`config.mk`:
```
export PLATFORM = sky130hd
export DESIGN_NAME = signed_int_to_decimal_ascii
export DESIGN_NICKNAME = d
export VERILOG_FILES = /design/src/sidac_pkg.sv /design/src/sidac_dabble.sv /design/src/sidac_outreg.sv /design/src/signed_int_to_decimal_ascii.sv
export SDC_FILE = /design/constraint.sdc
export NUM_CORES = 1
export LEC_CHECK = 0
export BUFFER_PORTS_ARGS = -buffer_cell sky130_fd_sc_hd__buf_2
export CAP_MARGIN = 20
export CELL_PAD_IN_SITES_DETAIL_PLACEMENT = 1
export CELL_PAD_IN_SITES_GLOBAL_PLACEMENT = 2
export CORE_AREA = 5 5 115 199
export CTS_CLUSTER_DIAMETER = 150
export DETAILED_ROUTE_END_ITERATION = 12
export DIE_AREA = 0 0 120 204
export PLACE_DENSITY = 0.68
export SLEW_MARGIN = 20
export SYNTH_ARGS = -nofsm -noshare
export SYNTH_HDL_FRONTEND = slang
export SYNTH_HIERARCHICAL = 1
export SYNTH_SLANG_ARGS = --single-unit
```
`constraint.sdc`:
```
create_clock -name clock -period 3.7 [get_ports clock]
set_input_delay 0.37 -clock clock [delete_from_list [all_inputs] [get_ports clock]]
set_output_delay 0.37 -clock clock [all_outputs]
set_load 0.005 [all_outputs]
```
`src/sidac_pkg.sv`:
```
// Shared types, constants and a helper function for the signed decimal ASCII converter.
package sidac_pkg;

   localparam int VALUE_BITS_DEFAULT = 32;

   localparam logic [7:0] CHAR_ZERO  = 8'd48;
   localparam logic [7:0] CHAR_MINUS = 8'd45;

   typedef enum logic [1:0] {
      ST_IDLE,
      ST_CONVERT,
      ST_SIGN,
      ST_DIGITS
   } sidac_state_type;

   typedef struct packed {
      logic load;
      logic next_digit;
   } sidac_ctl_type;

   typedef struct packed {
      logic       busy;
      logic [3:0] top_digit;
   } sidac_stat_type;

   // Decimal digits needed for a magnitude of up to 2^(bits-1).
   function automatic int digit_count(input int bits);
      digit_count = ((bits * 1233) >> 12) + 1;
   endfunction

endpackage

```
`src/sidac_dabble.sv`:
```
// Bit-serial shift and add-3 binary to BCD unit with a digit shift-out path.
module sidac_dabble #(
   parameter int VALUE_BITS = sidac_pkg::VALUE_BITS_DEFAULT
) (
   input  logic                     clock,
   input  logic                     reset,
   input  sidac_pkg::sidac_ctl_type ctl,
   input  logic [VALUE_BITS-1:0]    mag,
   output sidac_pkg::sidac_stat_type stat
);

   localparam int NDIG  = sidac_pkg::digit_count(VALUE_BITS);
   localparam int BCDW  = NDIG * 4;
   localparam int CNTW  = $clog2(VALUE_BITS + 1);

   logic                  busy_ff, busy_in;
   logic [CNTW-1:0]       cnt_ff, cnt_in;
   logic [VALUE_BITS-1:0] mag_ff, mag_in;
   logic [BCDW-1:0]       bcd_ff, bcd_in;
   logic [BCDW-1:0]       adj;

   always_comb begin
      for (int i = 0; i < NDIG; i++) begin
         adj[i*4 +: 4] = (bcd_ff[i*4 +: 4] >= 4'd5) ? bcd_ff[i*4 +: 4] + 4'd3
                                                    : bcd_ff[i*4 +: 4];
      end
   end

   always_comb begin
      busy_in = busy_ff;
      cnt_in  = cnt_ff;
      mag_in  = mag_ff;
      bcd_in  = bcd_ff;
      if (ctl.load) begin
         busy_in = 1'b1;
         cnt_in  = CNTW'(VALUE_BITS);
         mag_in  = mag;
         bcd_in  = '0;
      end else if (busy_ff) begin
         bcd_in  = {adj[BCDW-2:0], mag_ff[VALUE_BITS-1]};
         mag_in  = {mag_ff[VALUE_BITS-2:0], 1'b0};
         cnt_in  = cnt_ff - CNTW'(1);
         busy_in = (cnt_ff != CNTW'(1));
      end else if (ctl.next_digit) begin
         bcd_in  = {bcd_ff[BCDW-5:0], 4'd0};
      end
   end

   always_ff @(posedge clock) begin
      if (reset) begin
         busy_ff <= 1'b0;
         cnt_ff  <= '0;
      end else begin
         busy_ff <= busy_in;
         cnt_ff  <= cnt_in;
      end
      mag_ff <= mag_in;
      bcd_ff <= bcd_in;
   end

   assign stat.busy      = busy_ff;
   assign stat.top_digit = bcd_ff[BCDW-1 -: 4];

endmodule

```
`src/sidac_outreg.sv`:
```
// Output register for the character channel.
module sidac_outreg (
   input  logic       clock,
   input  logic       reset,
   input  logic       push,
   input  logic [7:0] char_code,
   input  logic       last_char,
   output logic       ready,
   output logic       rsp_valid,
   input  logic       rsp_stall,
   output logic [7:0] rsp_char_code,
   output logic       rsp_last_char
);

   logic       valid_ff, valid_in;
   logic [7:0] code_ff, code_in;
   logic       last_ff, last_in;

   assign ready = !valid_ff || !rsp_stall;

   always_comb begin
      valid_in = valid_ff;
      code_in  = code_ff;
      last_in  = last_ff;
      if (ready) begin
         valid_in = push;
         if (push) begin
            code_in = char_code;
            last_in = last_char;
         end
      end
   end

   always_ff @(posedge clock) begin
      if (reset) begin
         valid_ff <= 1'b0;
      end else begin
         valid_ff <= valid_in;
      end
      code_ff <= code_in;
      last_ff <= last_in;
   end

   assign rsp_valid     = valid_ff;
   assign rsp_char_code = code_ff;
   assign rsp_last_char = last_ff;

endmodule

```
`src/signed_int_to_decimal_ascii.sv`:
```
// Top level of the signed integer to decimal ASCII converter.
// After the input transaction the magnitude is converted to BCD, then a minus sign or the first
// of NDIG digits is registered; each skipped leading zero delays the first digit further.
// A new value is accepted only in idle, after the last digit position of the previous one; the BCD
// shift takes in the magnitude bit by bit, then one digit position a cycle, held while the output stalls.
// Reset is synchronous and active high; it empties the output register and returns to idle.
module signed_int_to_decimal_ascii #(
   parameter int VALUE_BITS = sidac_pkg::VALUE_BITS_DEFAULT
) (
   input  logic                  clock,
   input  logic                  reset,
   input  logic                  req_valid,
   output logic                  req_stall,
   input  logic [VALUE_BITS-1:0] req_value,
   output logic                  rsp_valid,
   input  logic                  rsp_stall,
   output logic [7:0]            rsp_char_code,
   output logic                  rsp_last_char
);

   localparam int NDIG = sidac_pkg::digit_count(VALUE_BITS);
   localparam int DCW  = (NDIG > 1) ? $clog2(NDIG) : 1;

   sidac_pkg::sidac_state_type state_ff, state_in;
   logic                       neg_ff, neg_in;
   logic                       started_ff, started_in;
   logic [DCW-1:0]             dcnt_ff, dcnt_in;

   sidac_pkg::sidac_ctl_type   ctl;
   sidac_pkg::sidac_stat_type  stat;
   logic [VALUE_BITS-1:0]      mag;
   logic                       out_ready;
   logic                       push;
   logic [7:0]                 push_code;
   logic                       push_last;
   logic                       emit;

   assign mag = req_value[VALUE_BITS-1] ? (~req_value + VALUE_BITS'(1)) : req_value;
   assign req_stall = (state_ff != sidac_pkg::ST_IDLE);

   always_ff @(posedge clock) begin
      if (reset) begin
         state_ff <= sidac_pkg::ST_IDLE;
      end else begin
         state_ff <= state_in;
      end
      neg_ff     <= neg_in;
      started_ff <= started_in;
      dcnt_ff    <= dcnt_in;
   end

   always_comb begin
      state_in       = state_ff;
      neg_in         = neg_ff;
      started_in     = started_ff;
      dcnt_in        = dcnt_ff;
      ctl.load       = 1'b0;
      ctl.next_digit = 1'b0;
      push           = 1'b0;
      push_code      = sidac_pkg::CHAR_ZERO + {4'd0, stat.top_digit};
      push_last      = (dcnt_ff == '0);
      emit           = (stat.top_digit != 4'd0) || started_ff || (dcnt_ff == '0);
      unique case (state_ff)
         sidac_pkg::ST_IDLE: begin
            if (req_valid) begin
               ctl.load = 1'b1;
               neg_in   = req_value[VALUE_BITS-1];
               state_in = sidac_pkg::ST_CONVERT;
            end
         end
         sidac_pkg::ST_CONVERT: begin
            if (!stat.busy) begin
               started_in = 1'b0;
               dcnt_in    = DCW'(NDIG - 1);
               state_in   = neg_ff ? sidac_pkg::ST_SIGN : sidac_pkg::ST_DIGITS;
            end
         end
         sidac_pkg::ST_SIGN: begin
            push_code = sidac_pkg::CHAR_MINUS;
            push_last = 1'b0;
            if (out_ready) begin
               push     = 1'b1;
               state_in = sidac_pkg::ST_DIGITS;
            end
         end
         sidac_pkg::ST_DIGITS: begin
            if (out_ready || !emit) begin
               push           = emit;
               ctl.next_digit = 1'b1;
               started_in     = emit;
               dcnt_in        = dcnt_ff - DCW'(1);
               if (dcnt_ff == '0) begin
                  state_in = sidac_pkg::ST_IDLE;
               end
            end
         end
         default: begin
            state_in = sidac_pkg::ST_IDLE;
         end
      endcase
   end

   sidac_dabble #(
      .VALUE_BITS (VALUE_BITS)
   ) u_dabble (
      .clock (clock),
      .reset (reset),
      .ctl   (ctl),
      .mag   (mag),
      .stat  (stat)
   );

   sidac_outreg u_outreg (
      .clock         (clock),
      .reset         (reset),
      .push          (push),
      .char_code     (push_code),
      .last_char     (push_last),
      .ready         (out_ready),
      .rsp_valid     (rsp_valid),
      .rsp_stall     (rsp_stall),
      .rsp_char_code (rsp_char_code),
      .rsp_last_char (rsp_last_char)
   );

endmodule

```
==> impl_metrics.env <==
export IMPL_syn_inst=599
export IMPL_fin_crit_sh_pct=71.1
export IMPL_endpoint="u_dabble/bcd_ff[14]$_SDFFE_PP0P_"
export IMPL_cts_sinks=97
export IMPL_cp_end_kind="flip-flop"
export IMPL_io_buffers=46
export IMPL_place_hpwl_um=10900
export IMPL_pre_cts_ws_ps=1060
export IMPL_grt_pass1_vias=4970
export IMPL_grt_max_degree=49
export IMPL_peakVddDrop_v=0.000245
export IMPL_startpoint="u_dabble/bcd_ff[36]$_SDFFE_PP0P_"
export IMPL_core_um2=21200
export IMPL_cts_inserted_buffers=9
export IMPL_min_period_ps=2630
export IMPL_antenna_cells=0
export IMPL_fin_tns_setup_ps=0
export IMPL_worst_slew_pin_slew_ps=818
export IMPL_leakagePower_nw=2.26
export IMPL_drtAntennaViolNets=0
export IMPL_hold_path_class="in2reg"
export IMPL_seq_area_frac_synth_pct=40.3
export IMPL_finalSetupViolations=0
export IMPL_fin_nets=692
export IMPL_postCtsResizedCells=0
export IMPL_required_ps=3920
export IMPL_synth_largest_area_cell="edfxtp_1"
export IMPL_synth_top_family_by_area="simple AND/OR/NAND/NOR gates"
export IMPL_slew_viol_final=0
export IMPL_cts_hold_fix_buffers=0
export IMPL_vias_per_cell=5.19
export IMPL_clk_path_buf_depth=2
export IMPL_fmax_mhz=380
export IMPL_vias=4603
export IMPL_wl_um=14900
export IMPL_place_congestion=0.802
export IMPL_synth_fa_ha_area_share_pct=6.06
export IMPL_synth_compound_area_share_pct=15.2
export IMPL_rsz0062_at_grt="no"
export IMPL_antenna_found_initial=0
export IMPL_drtIter0Drc=102
export IMPL_r2r_end="u_dabble/bcd_ff[14]$_SDFFE_PP0P_"
export IMPL_grt_ovfl_total=0
export IMPL_drt_wirelength_per_cell_um=16.8
export IMPL_p_per_area_nw_per_um2=735
export IMPL_max_stage_delay_ps=580
export IMPL_drc=0
export IMPL_critical_path_buf_inv_count=1
export IMPL_max_slew_margin_pct=45.1
export IMPL_syn_area_um2=5990
export IMPL_outcome="completed"
export IMPL_avgSynthCellArea_um2=10.0
export IMPL_area_growth_pct=11.7
export IMPL_row_count=71
export IMPL_drive_gt1_share_pct=19.9
export IMPL_synth_xor_area_share_pct=5.26
export IMPL_ys_flop_type="dfxtp_1"
export IMPL_synth_edf_count=47
export IMPL_cpMaxStageDelayCell="o21a_2"
export IMPL_path_clk_slew_ps=80
export IMPL_maxCapViolCount=0
export IMPL_hold_slack_ps=272
export IMPL_rr_startpoint="u_dabble/bcd_ff[36]$_SDFFE_PP0P_"
export IMPL_yosys_warnings=6
export IMPL_fill_cells=2386
export IMPL_path_delay_family="simple AND/OR/NAND/NOR gates"
export IMPL_r2r_slack_ps=1070
export IMPL_worst_path_stages=7
export IMPL_yosys_register_bits=97
export IMPL_post_cts_buffers=0
export IMPL_io_pins=47
export IMPL_clk_insertion_delay_late_ps=360
export IMPL_dieArea_um2=24500
export IMPL_cp_cell_sequence="or4_1 > nor3_1 > o21a_2 > buf_12 > mux2_2 > nand2_1 > o311ai_1"
export IMPL_initial_core_util_pct=28.2
export IMPL_startpoint_type="flip-flop"
export IMPL_cp_arrival_ps=2850
export IMPL_skew_ps=19.1
export IMPL_path_class="reg2reg"
export IMPL_synthMuxAreaShare_pct=9.29
export IMPL_async_reset_ff_share_pct=0
export IMPL_die_h_um=204
export IMPL_synth_simple_area_share_pct=18.1
export IMPL_yosys_area_top_type_share_pct=23.6
export IMPL_hold_viol=0
export IMPL_reg2regPathDepth=7
export IMPL_layout_setup_ws_ps=1070
export IMPL_grt_first_pass_wirelength_um=25100
export IMPL_cts_root_buf="clkbuf_16"
export IMPL_cts_tree="done"
export IMPL_mostFrequentLayoutCells="dfxtp_1, edfxtp_1, buf_2"
export IMPL_firstDrtPassIters=4
export IMPL_die_w_um=120
export IMPL_mostFrequentLayoutCell="dfxtp_1"
export IMPL_yosysUniqueCellTypes=55
export IMPL_cts_htree_levels=3
export IMPL_synthTopCellsByArea="edfxtp_1, dfxtp_1, mux2_2"
export IMPL_critPathMaxFanout=31
export IMPL_grtUsageTotal_pct=12.7
==> stage by stage <==
stage | power (W) | instance area (µm²) | util, % | std cells
3_3_place_gp | 0.00393 | 6390 | 30.1 | 871
2_1_floorplan | 0.00346 | 6000 | - | 600
3_5_place_dp | 0.00404 | 6390 | 30.1 | 871
5_1_grt | 0.00533 | 6690 | 31.5 | 887
6_report | 0.00492 | 6690 | 31.5 | 887
4_1_cts | 0.00501 | 6690 | 31.5 | 887
==> layer usage <==
| metal | vias to the layer above | share of wire [%] | track usage (%) |
|---|---|---|---|
| li1 | 2269 | - | - |
| met1 | 2259 | 40 | 13.3 |
| met2 | 60 | 56 | 24.8 |
| met3 | 15 | 2.4 | 1.94 |
| met4 | 0 | 2.0 | 4.71 |
| met5 | - | 0 | 0 |
==> cells in the mapped netlist (5+ instances only) <==
| library cell | instances |
|---|---|
| buf_2 | 16 |
| and2_1 | 6 |
| buf_4 | 12 |
| edfxtp_1 | 47 |
| a311oi_1 | 6 |
| nand2_1 | 40 |
| or4_1 | 5 |
| o211ai_1 | 13 |
| ha_1 | 29 |
| a21oi_1 | 35 |
| nor3b_1 | 15 |
| or4b_1 | 15 |
| o31ai_1 | 7 |
| mux2i_1 | 14 |
| inv_1 | 33 |
| o311ai_1 | 6 |
| nor2b_1 | 12 |
| nor3_1 | 9 |
| nor2_1 | 20 |
| dfxtp_1 | 50 |
| o21ai_1 | 8 |
| mux2_2 | 37 |
| o31ai_2 | 5 |
| o21ai_0 | 33 |
| nand4_1 | 20 |
| nand2b_1 | 15 |
| a211oi_1 | 8 |
| xnor2_1 | 33 |
==> registers in the layout (all words and copies together), names as in the netlist <==
| name | flops |
|---|---|
| dcnt_ff | 4 |
| neg_ff | 1 |
| started_ff | 1 |
| state_ff | 2 |
| u_dabble/bcd_ff | 40 |
| u_dabble/busy_ff | 1 |
| u_dabble/cnt_ff | 6 |
| u_dabble/mag_ff | 32 |
| u_outreg/rsp_char_code | 8 |
| u_outreg/rsp_last_char | 1 |
| u_outreg/rsp_valid | 1 |
==> final cells by class <==
class / instances / area [µm²] / share of cell area [%]
clock inverters: 4 / 32.5 / 0.486
multi-input cells: 433 / 3240 / 48.5
inverters: 34 / 128 / 1.91
clock buffers: 12 / 268 / 4.00
repair buffers: 52 / 288 / 4.30
flip-flops and latches: 97 / 2410 / 36.1
well taps: 255 / 319 / 4.77
==> worst min-delay path by stage <==
stage	endpoint	cells past startpoint	start	slack, ps
final	u_outreg/rsp_valid$_SDFFE_PP0P_	3	rsp_stall	270
after global routing	u_outreg/rsp_valid$_SDFFE_PP0P_	3	rsp_stall	310
after CTS	u_outreg/rsp_valid$_SDFFE_PP0P_	3	rsp_stall	260
after detailed placement	u_dabble/bcd_ff[0]$_SDFFE_PP0P_	2	u_dabble/mag_ff[31]$_DFFE_PP_	480
after global placement	u_dabble/bcd_ff[0]$_SDFFE_PP0P_	2	u_dabble/mag_ff[31]$_DFFE_PP_	470
after floorplan	u_dabble/cnt_ff[5]$_SDFFE_PP0P_	1	reset	430
==> report_power, final <==
group	internal, W	total (W)	leakage [nW]	switching, W
combinational	0.000830	0.00188	1.27	0.00105
sequential	0.00170	0.00208	0.858	0.000387
clock	0.000520	0.000954	0.141	0.000434
==> worst register-to-register path, stage by stage, from the launching register on <==
cell and delay, ps:
dfxtp_1 370, or4_1 530, nor3_1 200, o21a_2 580, buf_12 290, mux2_2 360, nand2_1 70, o311ai_1 80
==> logic make-up after synthesis <==
| family | Yosys count |
|---|---|
| AND/OR/NAND/NOR | 177 |
| AO/OA/AOI/OAI | 137 |
| other | 2 |
| adder cells (fa/ha/maj) | 29 |
| buffers and inverters | 70 |
| XOR/XNOR | 36 |
| multiplexers | 51 |
| flip-flops | 97 |
Note: power is estimated with default switching activity, not from simulation.
